### src/hdl/dhpu_pkg.sv
// Shared item types and record codes for the detector hit packet unpacker.
package dhpu_pkg;

    localparam logic [2:0] KIND_HIT        = 3'd0;
    localparam logic [2:0] KIND_CCNT_ERROR = 3'd1;
    localparam logic [2:0] KIND_CCNT_BAD   = 3'd2;
    localparam logic [2:0] KIND_FAULTY     = 3'd3;
    localparam logic [2:0] KIND_DONE       = 3'd4;

    localparam logic [7:0] CFG_NUM_CHIPS = 8'd0;
    localparam logic [7:0] CFG_NUM_BANKS = 8'd1;

    typedef struct packed {
        logic [15:0] data_word;
        logic        packet_start;
    } word_item_t;

    typedef struct packed {
        logic [2:0]  record_kind;
        logic [3:0]  bank_index;
        logic [13:0] bank_marker;
        logic [7:0]  chip_number;
        logic [3:0]  channel_number;
        logic [13:0] high_gain_value;
        logic [13:0] low_gain_value;
        logic [13:0] hit_time;
        logic [19:0] packet_length;
        logic [31:0] faulty_hit_count;
    } record_item_t;

    typedef struct packed {
        logic [7:0] num_chips;
        logic [3:0] num_banks;
    } cfg_t;

endpackage

### src/hdl/detector_hit_packet_unpacker.sv
// Top level of the detector hit packet unpacker: input register, parser, result register.
// A record passes through the input register and then the result register before it shows on record_valid.
// One word per cycle while record_stall does not hold back the record register, set by the single decode
// path from the word register through the phase decoder into the record register.
// Reset (rst_n low, asynchronous): parser idle, all counters and sums zero,
// num_chips and num_banks back to 1, no item held in either register.
module detector_hit_packet_unpacker #(
    parameter int MAX_BANKS = 10
) (
    input  logic                   clk,
    input  logic                   rst_n,
    input  logic                   word_valid,
    output logic                   word_stall,
    input  dhpu_pkg::word_item_t   word,
    output logic                   record_valid,
    input  logic                   record_stall,
    output dhpu_pkg::record_item_t record,
    input  logic                   cfg_valid,
    output logic                   cfg_ready,
    input  logic [7:0]             cfg_index,
    input  logic [7:0]             cfg_data
);

    logic                   in_valid_reg, in_valid_next;
    dhpu_pkg::word_item_t   in_data_reg;
    logic                   out_valid_reg, out_valid_next;
    dhpu_pkg::record_item_t out_data_reg;
    dhpu_pkg::cfg_t         cfg_reg, cfg_next;

    logic                   consume;
    logic                   accept;
    logic                   res_valid;
    dhpu_pkg::record_item_t res;

    // advance the held word whenever the record register can take a result
    assign consume    = in_valid_reg && !(out_valid_reg && record_stall);
    assign word_stall = in_valid_reg && !consume;
    assign accept     = word_valid && !word_stall;
    assign cfg_ready  = 1'b1;

    assign record_valid = out_valid_reg;
    assign record       = out_data_reg;

    dhpu_parser #(
        .MAX_BANKS (MAX_BANKS)
    ) u_parser (
        .clk       (clk),
        .rst_n     (rst_n),
        .step      (consume),
        .item      (in_data_reg),
        .cfg       (cfg_reg),
        .res_valid (res_valid),
        .res       (res)
    );

    always_comb
    begin
        in_valid_next = in_valid_reg;
        if (accept)
        begin
            in_valid_next = 1'b1;
        end
        else if (consume)
        begin
            in_valid_next = 1'b0;
        end

        out_valid_next = out_valid_reg;
        if (consume)
        begin
            out_valid_next = res_valid;
        end
        else if (!record_stall)
        begin
            out_valid_next = 1'b0;
        end

        cfg_next = cfg_reg;
        if (cfg_valid && cfg_ready)
        begin
            if (cfg_index == dhpu_pkg::CFG_NUM_CHIPS)
            begin
                cfg_next.num_chips = cfg_data;
            end
            else if (cfg_index == dhpu_pkg::CFG_NUM_BANKS)
            begin
                cfg_next.num_banks = cfg_data[3:0];
            end
        end
    end

    always_ff @(posedge clk or negedge rst_n)
    begin
        if (!rst_n)
        begin
            in_valid_reg  <= 1'b0;
            out_valid_reg <= 1'b0;
            cfg_reg       <= '{num_chips: 8'd1, num_banks: 4'd1};
        end
        else
        begin
            in_valid_reg  <= in_valid_next;
            out_valid_reg <= out_valid_next;
            cfg_reg       <= cfg_next;
        end
    end

    always_ff @(posedge clk)
    begin
        if (accept)
        begin
            in_data_reg <= word;
        end
        if (consume && res_valid)
        begin
            out_data_reg <= res;
        end
    end

endmodule

### src/hdl/dhpu_parser.sv
// Packet parse state and per-word decode for the hit packet unpacker.
module dhpu_parser #(
    parameter int MAX_BANKS = 10
) (
    input  logic                  clk,
    input  logic                  rst_n,
    input  logic                  step,
    input  dhpu_pkg::word_item_t  item,
    input  dhpu_pkg::cfg_t        cfg,
    output logic                  res_valid,
    output dhpu_pkg::record_item_t res
);

    localparam logic [3:0] PH_IDLE  = 4'd0;
    localparam logic [3:0] PH_WCLO  = 4'd1;
    localparam logic [3:0] PH_WCHI  = 4'd2;
    localparam logic [3:0] PH_CCNT  = 4'd3;
    localparam logic [3:0] PH_STAMP = 4'd4;
    localparam logic [3:0] PH_TAG   = 4'd5;
    localparam logic [3:0] PH_HIGH  = 4'd6;
    localparam logic [3:0] PH_LOW   = 4'd7;
    localparam logic [3:0] PH_TIME  = 4'd8;
    localparam logic [3:0] PH_PAD   = 4'd9;
    localparam logic [3:0] PH_MARK  = 4'd10;

    localparam logic [4:0] MaxBanks = 5'(MAX_BANKS);

    logic [3:0]  phase_reg, phase_next;
    logic [3:0]  bank_reg, bank_next;
    logic [12:0] pos_reg, pos_next;
    logic [11:0] ccnt_reg, ccnt_next;
    logic [15:0] wcnt_reg, wcnt_next;
    logic [13:0] marker_reg, marker_next;
    logic [12:0] tag_reg, tag_next;
    logic [13:0] high_reg, high_next;
    logic [13:0] low_reg, low_next;
    logic [19:0] lsum_reg, lsum_next;
    logic [31:0] faulty_reg, faulty_next;

    logic [3:0]  phase_v;
    logic [3:0]  bank_v;
    logic [19:0] lsum_v;
    logic [12:0] pos_v;
    logic [13:0] pos_inc;
    logic [13:0] hits_end;
    logic [13:0] bank_len;
    logic [22:0] ccnt_limit;
    logic [4:0]  banks_used;
    logic [7:0]  chip;
    logic        emit;
    logic [15:0] w;

    always_comb
    begin
        w = item.data_word;
        // a start flag restarts the packet whatever is in progress
        phase_v = item.packet_start ? PH_MARK : phase_reg;
        bank_v  = item.packet_start ? 4'd0 : bank_reg;
        lsum_v  = item.packet_start ? 20'd0 : lsum_reg;
        pos_v   = item.packet_start ? 13'd0 : pos_reg;

        pos_inc    = {1'b0, pos_v} + 14'd1;
        hits_end   = 14'd8 + {ccnt_reg[11:2], 2'b00};
        bank_len   = {2'b00, ccnt_reg} + 14'd10 + {13'd0, ~ccnt_reg[0]};
        ccnt_limit = {1'b0, wcnt_reg, 6'd0} + {3'd0, wcnt_reg, 4'd0};
        chip       = tag_reg[12:5];

        banks_used = {1'b0, cfg.num_banks};
        if (banks_used == 5'd0)
        begin
            banks_used = 5'd1;
        end
        if (banks_used > MaxBanks)
        begin
            banks_used = MaxBanks;
        end

        phase_next  = phase_v;
        bank_next   = bank_v;
        pos_next    = pos_inc[12:0];
        ccnt_next   = ccnt_reg;
        wcnt_next   = wcnt_reg;
        marker_next = marker_reg;
        tag_next    = tag_reg;
        high_next   = high_reg;
        low_next    = low_reg;
        lsum_next   = lsum_v;
        faulty_next = faulty_reg;
        emit        = 1'b0;
        res         = '0;

        unique case (phase_v)
            PH_IDLE:
            begin
                pos_next = pos_reg;
            end
            PH_MARK:
            begin
                marker_next = w[13:0];
                pos_next    = 13'd1;
                phase_next  = PH_WCLO;
            end
            PH_WCLO:
            begin
                wcnt_next  = w;
                lsum_next  = lsum_v + {4'd0, w};
                phase_next = PH_WCHI;
            end
            PH_WCHI:
            begin
                phase_next = PH_CCNT;
            end
            PH_CCNT:
            begin
                if (w > 16'd4095)
                begin
                    emit            = 1'b1;
                    res.record_kind = dhpu_pkg::KIND_CCNT_ERROR;
                    phase_next      = PH_IDLE;
                end
                else if ({7'd0, w} > ccnt_limit)
                begin
                    emit            = 1'b1;
                    res.record_kind = dhpu_pkg::KIND_CCNT_BAD;
                    phase_next      = PH_IDLE;
                end
                else
                begin
                    ccnt_next  = w[11:0];
                    phase_next = PH_STAMP;
                end
            end
            PH_STAMP:
            begin
                if (pos_v >= 13'd7)
                begin
                    phase_next = (ccnt_reg[11:2] != 10'd0) ? PH_TAG : PH_PAD;
                end
            end
            PH_TAG:
            begin
                tag_next   = w[12:0];
                phase_next = PH_HIGH;
            end
            PH_HIGH:
            begin
                high_next  = w[13:0];
                phase_next = PH_LOW;
            end
            PH_LOW:
            begin
                low_next   = w[13:0];
                phase_next = PH_TIME;
            end
            PH_TIME:
            begin
                emit            = 1'b1;
                res.record_kind = dhpu_pkg::KIND_HIT;
                if (!(chip >= 8'd1 && chip <= cfg.num_chips))
                begin
                    faulty_next     = faulty_reg + 32'd1;
                    res.record_kind = dhpu_pkg::KIND_FAULTY;
                end
                res.chip_number     = chip;
                res.channel_number  = tag_reg[3:0];
                res.high_gain_value = high_reg;
                res.low_gain_value  = low_reg;
                res.hit_time        = w[13:0];
                phase_next = (pos_inc < hits_end) ? PH_TAG : PH_PAD;
            end
            PH_PAD:
            begin
                if (pos_inc >= bank_len)
                begin
                    if ({1'b0, bank_v} + 5'd1 >= banks_used)
                    begin
                        emit              = 1'b1;
                        res.record_kind   = dhpu_pkg::KIND_DONE;
                        res.packet_length = lsum_v + 20'd6;
                        phase_next        = PH_IDLE;
                    end
                    else
                    begin
                        bank_next  = bank_v + 4'd1;
                        pos_next   = 13'd0;
                        phase_next = PH_MARK;
                    end
                end
            end
            default:
            begin
                phase_next = PH_IDLE;
            end
        endcase

        res.bank_index       = bank_v;
        res.bank_marker      = (phase_v == PH_MARK) ? marker_reg : marker_reg;
        res.faulty_hit_count = faulty_next;
        res_valid            = step && emit;
    end

    always_ff @(posedge clk or negedge rst_n)
    begin
        if (!rst_n)
        begin
            phase_reg  <= PH_IDLE;
            bank_reg   <= 4'd0;
            pos_reg    <= 13'd0;
            ccnt_reg   <= 12'd0;
            wcnt_reg   <= 16'd0;
            marker_reg <= 14'd0;
            tag_reg    <= 13'd0;
            high_reg   <= 14'd0;
            low_reg    <= 14'd0;
            lsum_reg   <= 20'd0;
            faulty_reg <= 32'd0;
        end
        else if (step)
        begin
            phase_reg  <= phase_next;
            bank_reg   <= bank_next;
            pos_reg    <= pos_next;
            ccnt_reg   <= ccnt_next;
            wcnt_reg   <= wcnt_next;
            marker_reg <= marker_next;
            tag_reg    <= tag_next;
            high_reg   <= high_next;
            low_reg    <= low_next;
            lsum_reg   <= lsum_next;
            faulty_reg <= faulty_next;
        end
    end

endmodule

### config.mk
export PLATFORM = sky130hd
export DESIGN_NAME = detector_hit_packet_unpacker
export DESIGN_NICKNAME = d
export VERILOG_FILES = /design/src/hdl/dhpu_pkg.sv /design/src/hdl/detector_hit_packet_unpacker.sv /design/src/hdl/dhpu_parser.sv
export SDC_FILE = /design/constraint.sdc
export NUM_CORES = 1
export LEC_CHECK = 0
export ABC_AREA = 1
export BUFFER_PORTS_ARGS = -buffer_cell sky130_fd_sc_hd__buf_4
export CORE_MARGIN = 1
export CORE_UTILIZATION = 50
export DETAILED_ROUTE_END_ITERATION = 6
export PLACE_DENSITY = 0.73
export SYNTH_ARGS = -nofsm -noshare
export SYNTH_HDL_FRONTEND = slang
export SYNTH_SLANG_ARGS = --single-unit
### constraint.sdc
create_clock -name clk -period 7.9 [get_ports clk]
set_clock_uncertainty 0.05 [all_clocks]
set_input_delay 0.79 -clock clk [delete_from_list [all_inputs] [get_ports clk]]
set_output_delay 0.79 -clock clk [all_outputs]
set_load 0.01 [all_outputs]
Yosys cells after proc, flatten, opt, wreduce, memory -nomap -nowiden
Cells that the tools add are included.
Widths: inputs -> output; s select.
- reduce and logical (&&, ||, !) cells: 25
- bitwise logic cells: 5
- add/subtract/negate cells: 10
- equal/unequal tests: 12
- mux-type cells: 38
- $lt $le $gt $ge: 9
- operators with widths (operator ; count):
    $mux 32 ; 2
    $mux 4 ; 12
    $pmux 4 s11 ; 1
    $mux 20 ; 2
    $mux 13 ; 3
    $pmux 13 s3 ; 1
    $add 32x1->32 const B ; 1
    $add 22x20->23 ; 1
    $gt 16x23->1 ; 1
    $add 20x16->20 ; 1
    $add 20x3->20 const B ; 1
    $eq 4x3->1 const B ; 4
    $gt 16x12->1 const B ; 1
    $add 13x1->14 const B ; 1
    $add 14x1->14 ; 1
    $ge 14x14->1 ; 1
    $lt 14x14->1 ; 1
    $reduce_and 2->1 ; 7
    $add 12x4->13 const B ; 1
    $add 4x12->13 const A ; 1
    $ge 13x3->1 const B ; 1
    $eq 4x4->1 const B ; 3
    $mux 3 ; 4
    $reduce_bool 10->1 ; 1
    other kinds (23) ; 46
- flip-flop bits (word level): 314
- input bits: 38
- word-level logic and storage cells: 126
- output and inout port bits: 130

Depth between registers and ports, before layout
- depth after elaboration: 10
- gate-level depth with buffers: 25
- depth with buffers taken out: 23

Modules after synthesis
Synthesis repeated with hierarchy kept, for this count alone.
- cells, all modules: 2050
- area total of the unflattened synthesis: 17225.3 µm²
- modules (own cells, without submodules) (module ; area each (µm²) ; times used ; cells each):
    dhpu_parser ; 12176.7 ; 1 ; 1820
    detector_hit_packet_unpacker ; 5048.6 ; 1 ; 230

Least setup slack after synthesis
OpenSTA, ideal clock, no wires.
- path type: register to register
- from: register in_data_reg[0] (netlist name)
- to: register out_data_reg (netlist bit record[0]), enable pin
- slack: 1.942 ns
- period minus slack after synthesis: 5.958 ns
- arrival: 5.428 ns
- cell stages (with the launch flop): 24
- cells stage by stage: edfxtp_1 buf_6 clkinv_4 nand2_1 inv_1 ha_1 nand3_1 nor2_1 nand4_1 nor2_1 nand3_1 nor2_1 nand2_1 xnor2_1 inv_1 ha_1 inv_1 a21oi_1 nand4_1 nand3_2 nand3_1 nand3_1 nand2_1 inv_1
- cells in the longest elaborated chain, start to end: 8
- ends and longest elaborated chain (element ; line ; source):
    from (decl) ; detector_hit_packet_unpacker.sv:25 ; dhpu_pkg::word_item_t in_data_reg;
    from (signal assigned) ; detector_hit_packet_unpacker.sv:112 ; in_data_reg <= word;
    parallel branches: the longest is 5 deep, another holds $add 13x1->14 ; -- ;
    $pmux 1 s3 (*) ; dhpu_parser.sv:92 ; unique case (phase_v)
    $logic_and 1x1->1 (*) ; dhpu_parser.sv:199 ; res_valid = step && emit;
    $logic_and 1x1->1 (*) ; detector_hit_packet_unpacker.sv:114 ; if (consume && res_valid)
    to (signal assigned) ; detector_hit_packet_unpacker.sv:116 ; out_data_reg <= res;
    to (decl) ; detector_hit_packet_unpacker.sv:27 ; dhpu_pkg::record_item_t out_data_reg;
Every way passes the cells marked *.
A chain may end at the register's enable or synchronous reset.

Worst setup path after layout
- from: register in_data_reg[0] (netlist name)
- to: register out_data_reg (netlist bit record[26]), enable pin
Same word-level chain as after synthesis.

==> results.py <==
metrics = {
    "clock_tree": {
        "clk_pin_slew_ns": 0.06,
        "root_buffer": "clkbuf_16",
        "clockBufferDepth": 3,
        "clock_latency_ns": 0.52,
        "ctsResizeCount": 0,
        "cts_setup_buffers": 0,
        "htreeDepth": 2,
        "cts_buffers": 35,
        "cts_sinks": 312,
        "ctsHoldBuffers": 0,
        "cts_tree": "yes",
    },
    "critical_path": {
        "startpoint_type": "register",
        "crit_family": "simple AND/OR/NAND/NOR gates",
        "worstPathBufferInverterCount": 7,
        "cp_slowest_cell": "nand3_1",
        "timing.rr.end": "record[26]",
        "max_stage_delay_ns": 0.60,
        "cp-end-kind": "register",
        "worst-r2r-cell-count": 24,
        "crit_arrival_ns": 6.18,
        "r2r_start": "in_data_reg[0]",
        "path_max_fanout": 53,
        "cp.required_ns": 8.00,
        "critical_path.cell_chain": "buf_4, clkinv_4, nand2_1, inv_1, ha_1, nand3_1, nor2_1, nand4_1, nor2_1, nand3_1, nor2_1, nand2_1, xnor2_1, inv_1, ha_1, inv_1, a21oi_1, nand4_1, nand3_2, nand3_1, nand3_1, nand2_1, inv_4, buf_4",
        "timing.critical_path.mode_cell": "nand3_1",
        "timing_worst_setup_path_type": "reg -> reg",
        "rrSetupSlack_ns": 1.82,
    },
    "logic_synthesis": {
        "synth-warning-count": 0,
        "synthMuxAreaShare_pct": 0,
        "syn_nets": 2163,
        "synth_area_leader_cell": "edfxtp_1",
        "synthCells": 2041,
        "synth-compound-area-share_pct": 8.61,
        "avgSynthCellArea_um2": 8.36,
        "async_flop_share_pct": 53.8,
        "yosys.area_share.simple_pct": 23.6,
        "ys_seq_elements": 312,
        "synth_top_family_by_area": "simple AND/OR/NAND/NOR gates",
        "synth_enable_flop_cells": 144,
        "synth_area_mm2": 0.0171,
        "synth_adder_area_share_pct": 6.24,
        "yosys-top-cells-area": "edfxtp_1 25%, dfrtp_1 24%, nand2_1 12%",
        "synthXorXnorAreaFrac_pct": 4.10,
        "ys_seq_area_share_pct": 50.0,
        "ys.flop_type": "dfrtp_1",
        "ys_types": 52,
        "yosysTopAreaCellShare_pct": 25.3,
    },
    "sta": {
        "fin_tns_setup_ns": 0,
        "fin_crit_sh_pct": 77.0,
        "slew-limit-headroom_pct": 27.6,
        "max_freq_mhz": 164,
        "rsz0062_at_grt": "false",
        "fin_hold_ws_ns": 0.284,
        "hold_viol": 0,
        "setup_viol": 0,
        "tightestPinTransition_ns": 1.08,
        "period_minus_slack_ns": 6.08,
        "drv_slew": 0,
    },
    "power_and_ir_drop": {
        "peakVddDrop_mv": 0.213,
        "powerDensity_mw_per_mm2": 312,
        "p_leak_nw": 9.14,
    },
    "final_layout": {
        "final_common_cell": "nand2_1",
        "fillers": 3009,
        "drive_gt1_share_pct": 11.8,
        "nets": 2317,
        "largest_reg_flops": 127,
        "area_delta_synth_final_pct": 16.1,
        "layout_common_cells": "558 x nand2_1, 258 x inv_1, 224 x nor2_1",
        "final_cell_count_no_fill": 2671,
    },
    "die": {
        "ios": 168,
        "rows": 67,
        "die_y_um": 187,
        "start_util_pct": 50.9,
        "core_area_mm2": 0.0335,
        "die-area_mm2": 0.0349,
        "die_width_um": 187,
    },
    "routing": {
        "wl_met3_um": 2620,
        "postRouteAntennaNets": 0,
        "drc_errors": 0,
        "wl_met1_um": 19200,
        "drtPass1Iterations": 6,
        "routed_wl_um": 42900,
        "via_per_inst": 5.25,
        "drtIter0Drc": 1260,
        "dr_wl_met2_um": 19800,
        "wire_per_inst_um": 16.1,
        "top_layer": "met4",
        "num_vias": 14000,
    },
    "global_routing": {
        "grt_pass1_wl_um": 69400,
        "grt_max_degree": 94,
        "grt_pass1_vias": 13500,
        "antenna_found_initial": 1,
        "grt_usage_pct": 24.8,
        "gr-total-overflow": 0,
    },
    "run": {
        "maxCapViolations": 0,
    },
    "min_path": {
        "hp-class": "in -> async",
    },
    "run_status": {
        "status": "complete, no violations",
    },
    "placed_design": {
        "dp_hpwl_um": 30500,
        "place_congestion": 0.924,
        "numPortBuffers": 166,
        "dp_cells": 2606,
    },
}
==> cell usage after synthesis (all sizes together), types with 4 or more instances <==
master,n
edfxtp,144
nor4,8
inv,263
nor2,230
a21oi,72
o211ai,5
xor2,59
ha,82
nand3,88
clkbuf,29
xnor2,21
buf,25
or2,4
nand2,562
a31oi,10
a21o,4
o21ai,163
nand4,28
dfrtp,166
nor3,42
a211oi,4
o22ai,5
==> worst register-to-register path, cell delays in order (launching register included) <==
cell      delay, ns
edfxtp_1       0.35
buf_4          0.25
clkinv_4       0.23
nand2_1        0.17
inv_1          0.15
ha_1           0.19
nand3_1        0.12
nor2_1         0.23
nand4_1        0.17
nor2_1         0.20
nand3_1        0.14
nor2_1         0.11
nand2_1        0.07
xnor2_1        0.19
inv_1          0.09
ha_1           0.30
inv_1          0.05
a21oi_1        0.16
nand4_1        0.15
nand3_2        0.13
nand3_1        0.60
nand3_1        0.32
nand2_1        0.14
inv_4          0.55
buf_4          0.58
==> metrics by stage <==
step / total power (W) / utilization [%] / cell area (µm²) / setup slack, ns
floorplan: 0.00394 / - / 17100 / 1.94
global placement: 0.00449 / 55.7 / 18700 / 2.04
detailed placement: 0.00456 / 55.7 / 18700 / 1.89
global route: 0.00663 / 59.1 / 19800 / 1.24
finish: 0.00618 / 59.1 / 19800 / 1.82
CTS: 0.00620 / 59.1 / 19800 / 1.86
==> per-layer routing <==
metal | up-vias | GRT usage [%]
li1 | 6932 | -
met1 | 6561 | 34.7
met2 | 466 | 39.8
met3 | 77 | 3.16
met4 | 0 | 8.86
met5 | - | 0
==> report_power, final <==
| part | internal [W] | switching [W] | total (W) |
|---|---|---|---|
| Clock | 0.000962 | 0.000667 | 0.00163 |
| Sequential | 0.00204 | 0.000218 | 0.00226 |
| Combinational | 0.000800 | 0.00150 | 0.00230 |
==> area by class of cell <==
class,instances,area (µm²),area share (%)
Sequential cell,312,8530,43.0
Antenna cell,1,2.50,0.0126
Tap cell,448,561,2.83
Timing Repair Buffer,174,1310,6.61
Multi-Input combinational cell,1406,7270,36.6
Inverter,266,1010,5.07
Clock inverter,19,195,0.985
Clock buffer,45,955,4.82
==> cells by family after synthesis <==
kind of cell / after synthesis
flip-flops: 312
AND/OR/NAND/NOR: 968
AO/OA/AOI/OAI: 273
other: 1
buffers and inverters: 323
adder cells (fa/ha/maj): 84
XOR/XNOR: 80
==> worst max-delay path by stage <==
stage                               from  slack [ns]           to  depth (start not counted)
final                     in_data_reg[0]        1.82   record[26]                         24
after global routing      in_data_reg[0]        1.24   record[15]                         24
after CTS                 in_data_reg[0]        1.86  record[126]                         24
after detailed placement  in_data_reg[0]        1.89   record[24]                         24
after global placement    in_data_reg[0]        2.04   record[24]                         24
after floorplan           in_data_reg[0]        1.94    record[0]                         23
Power figures use the tool's default switching activity.
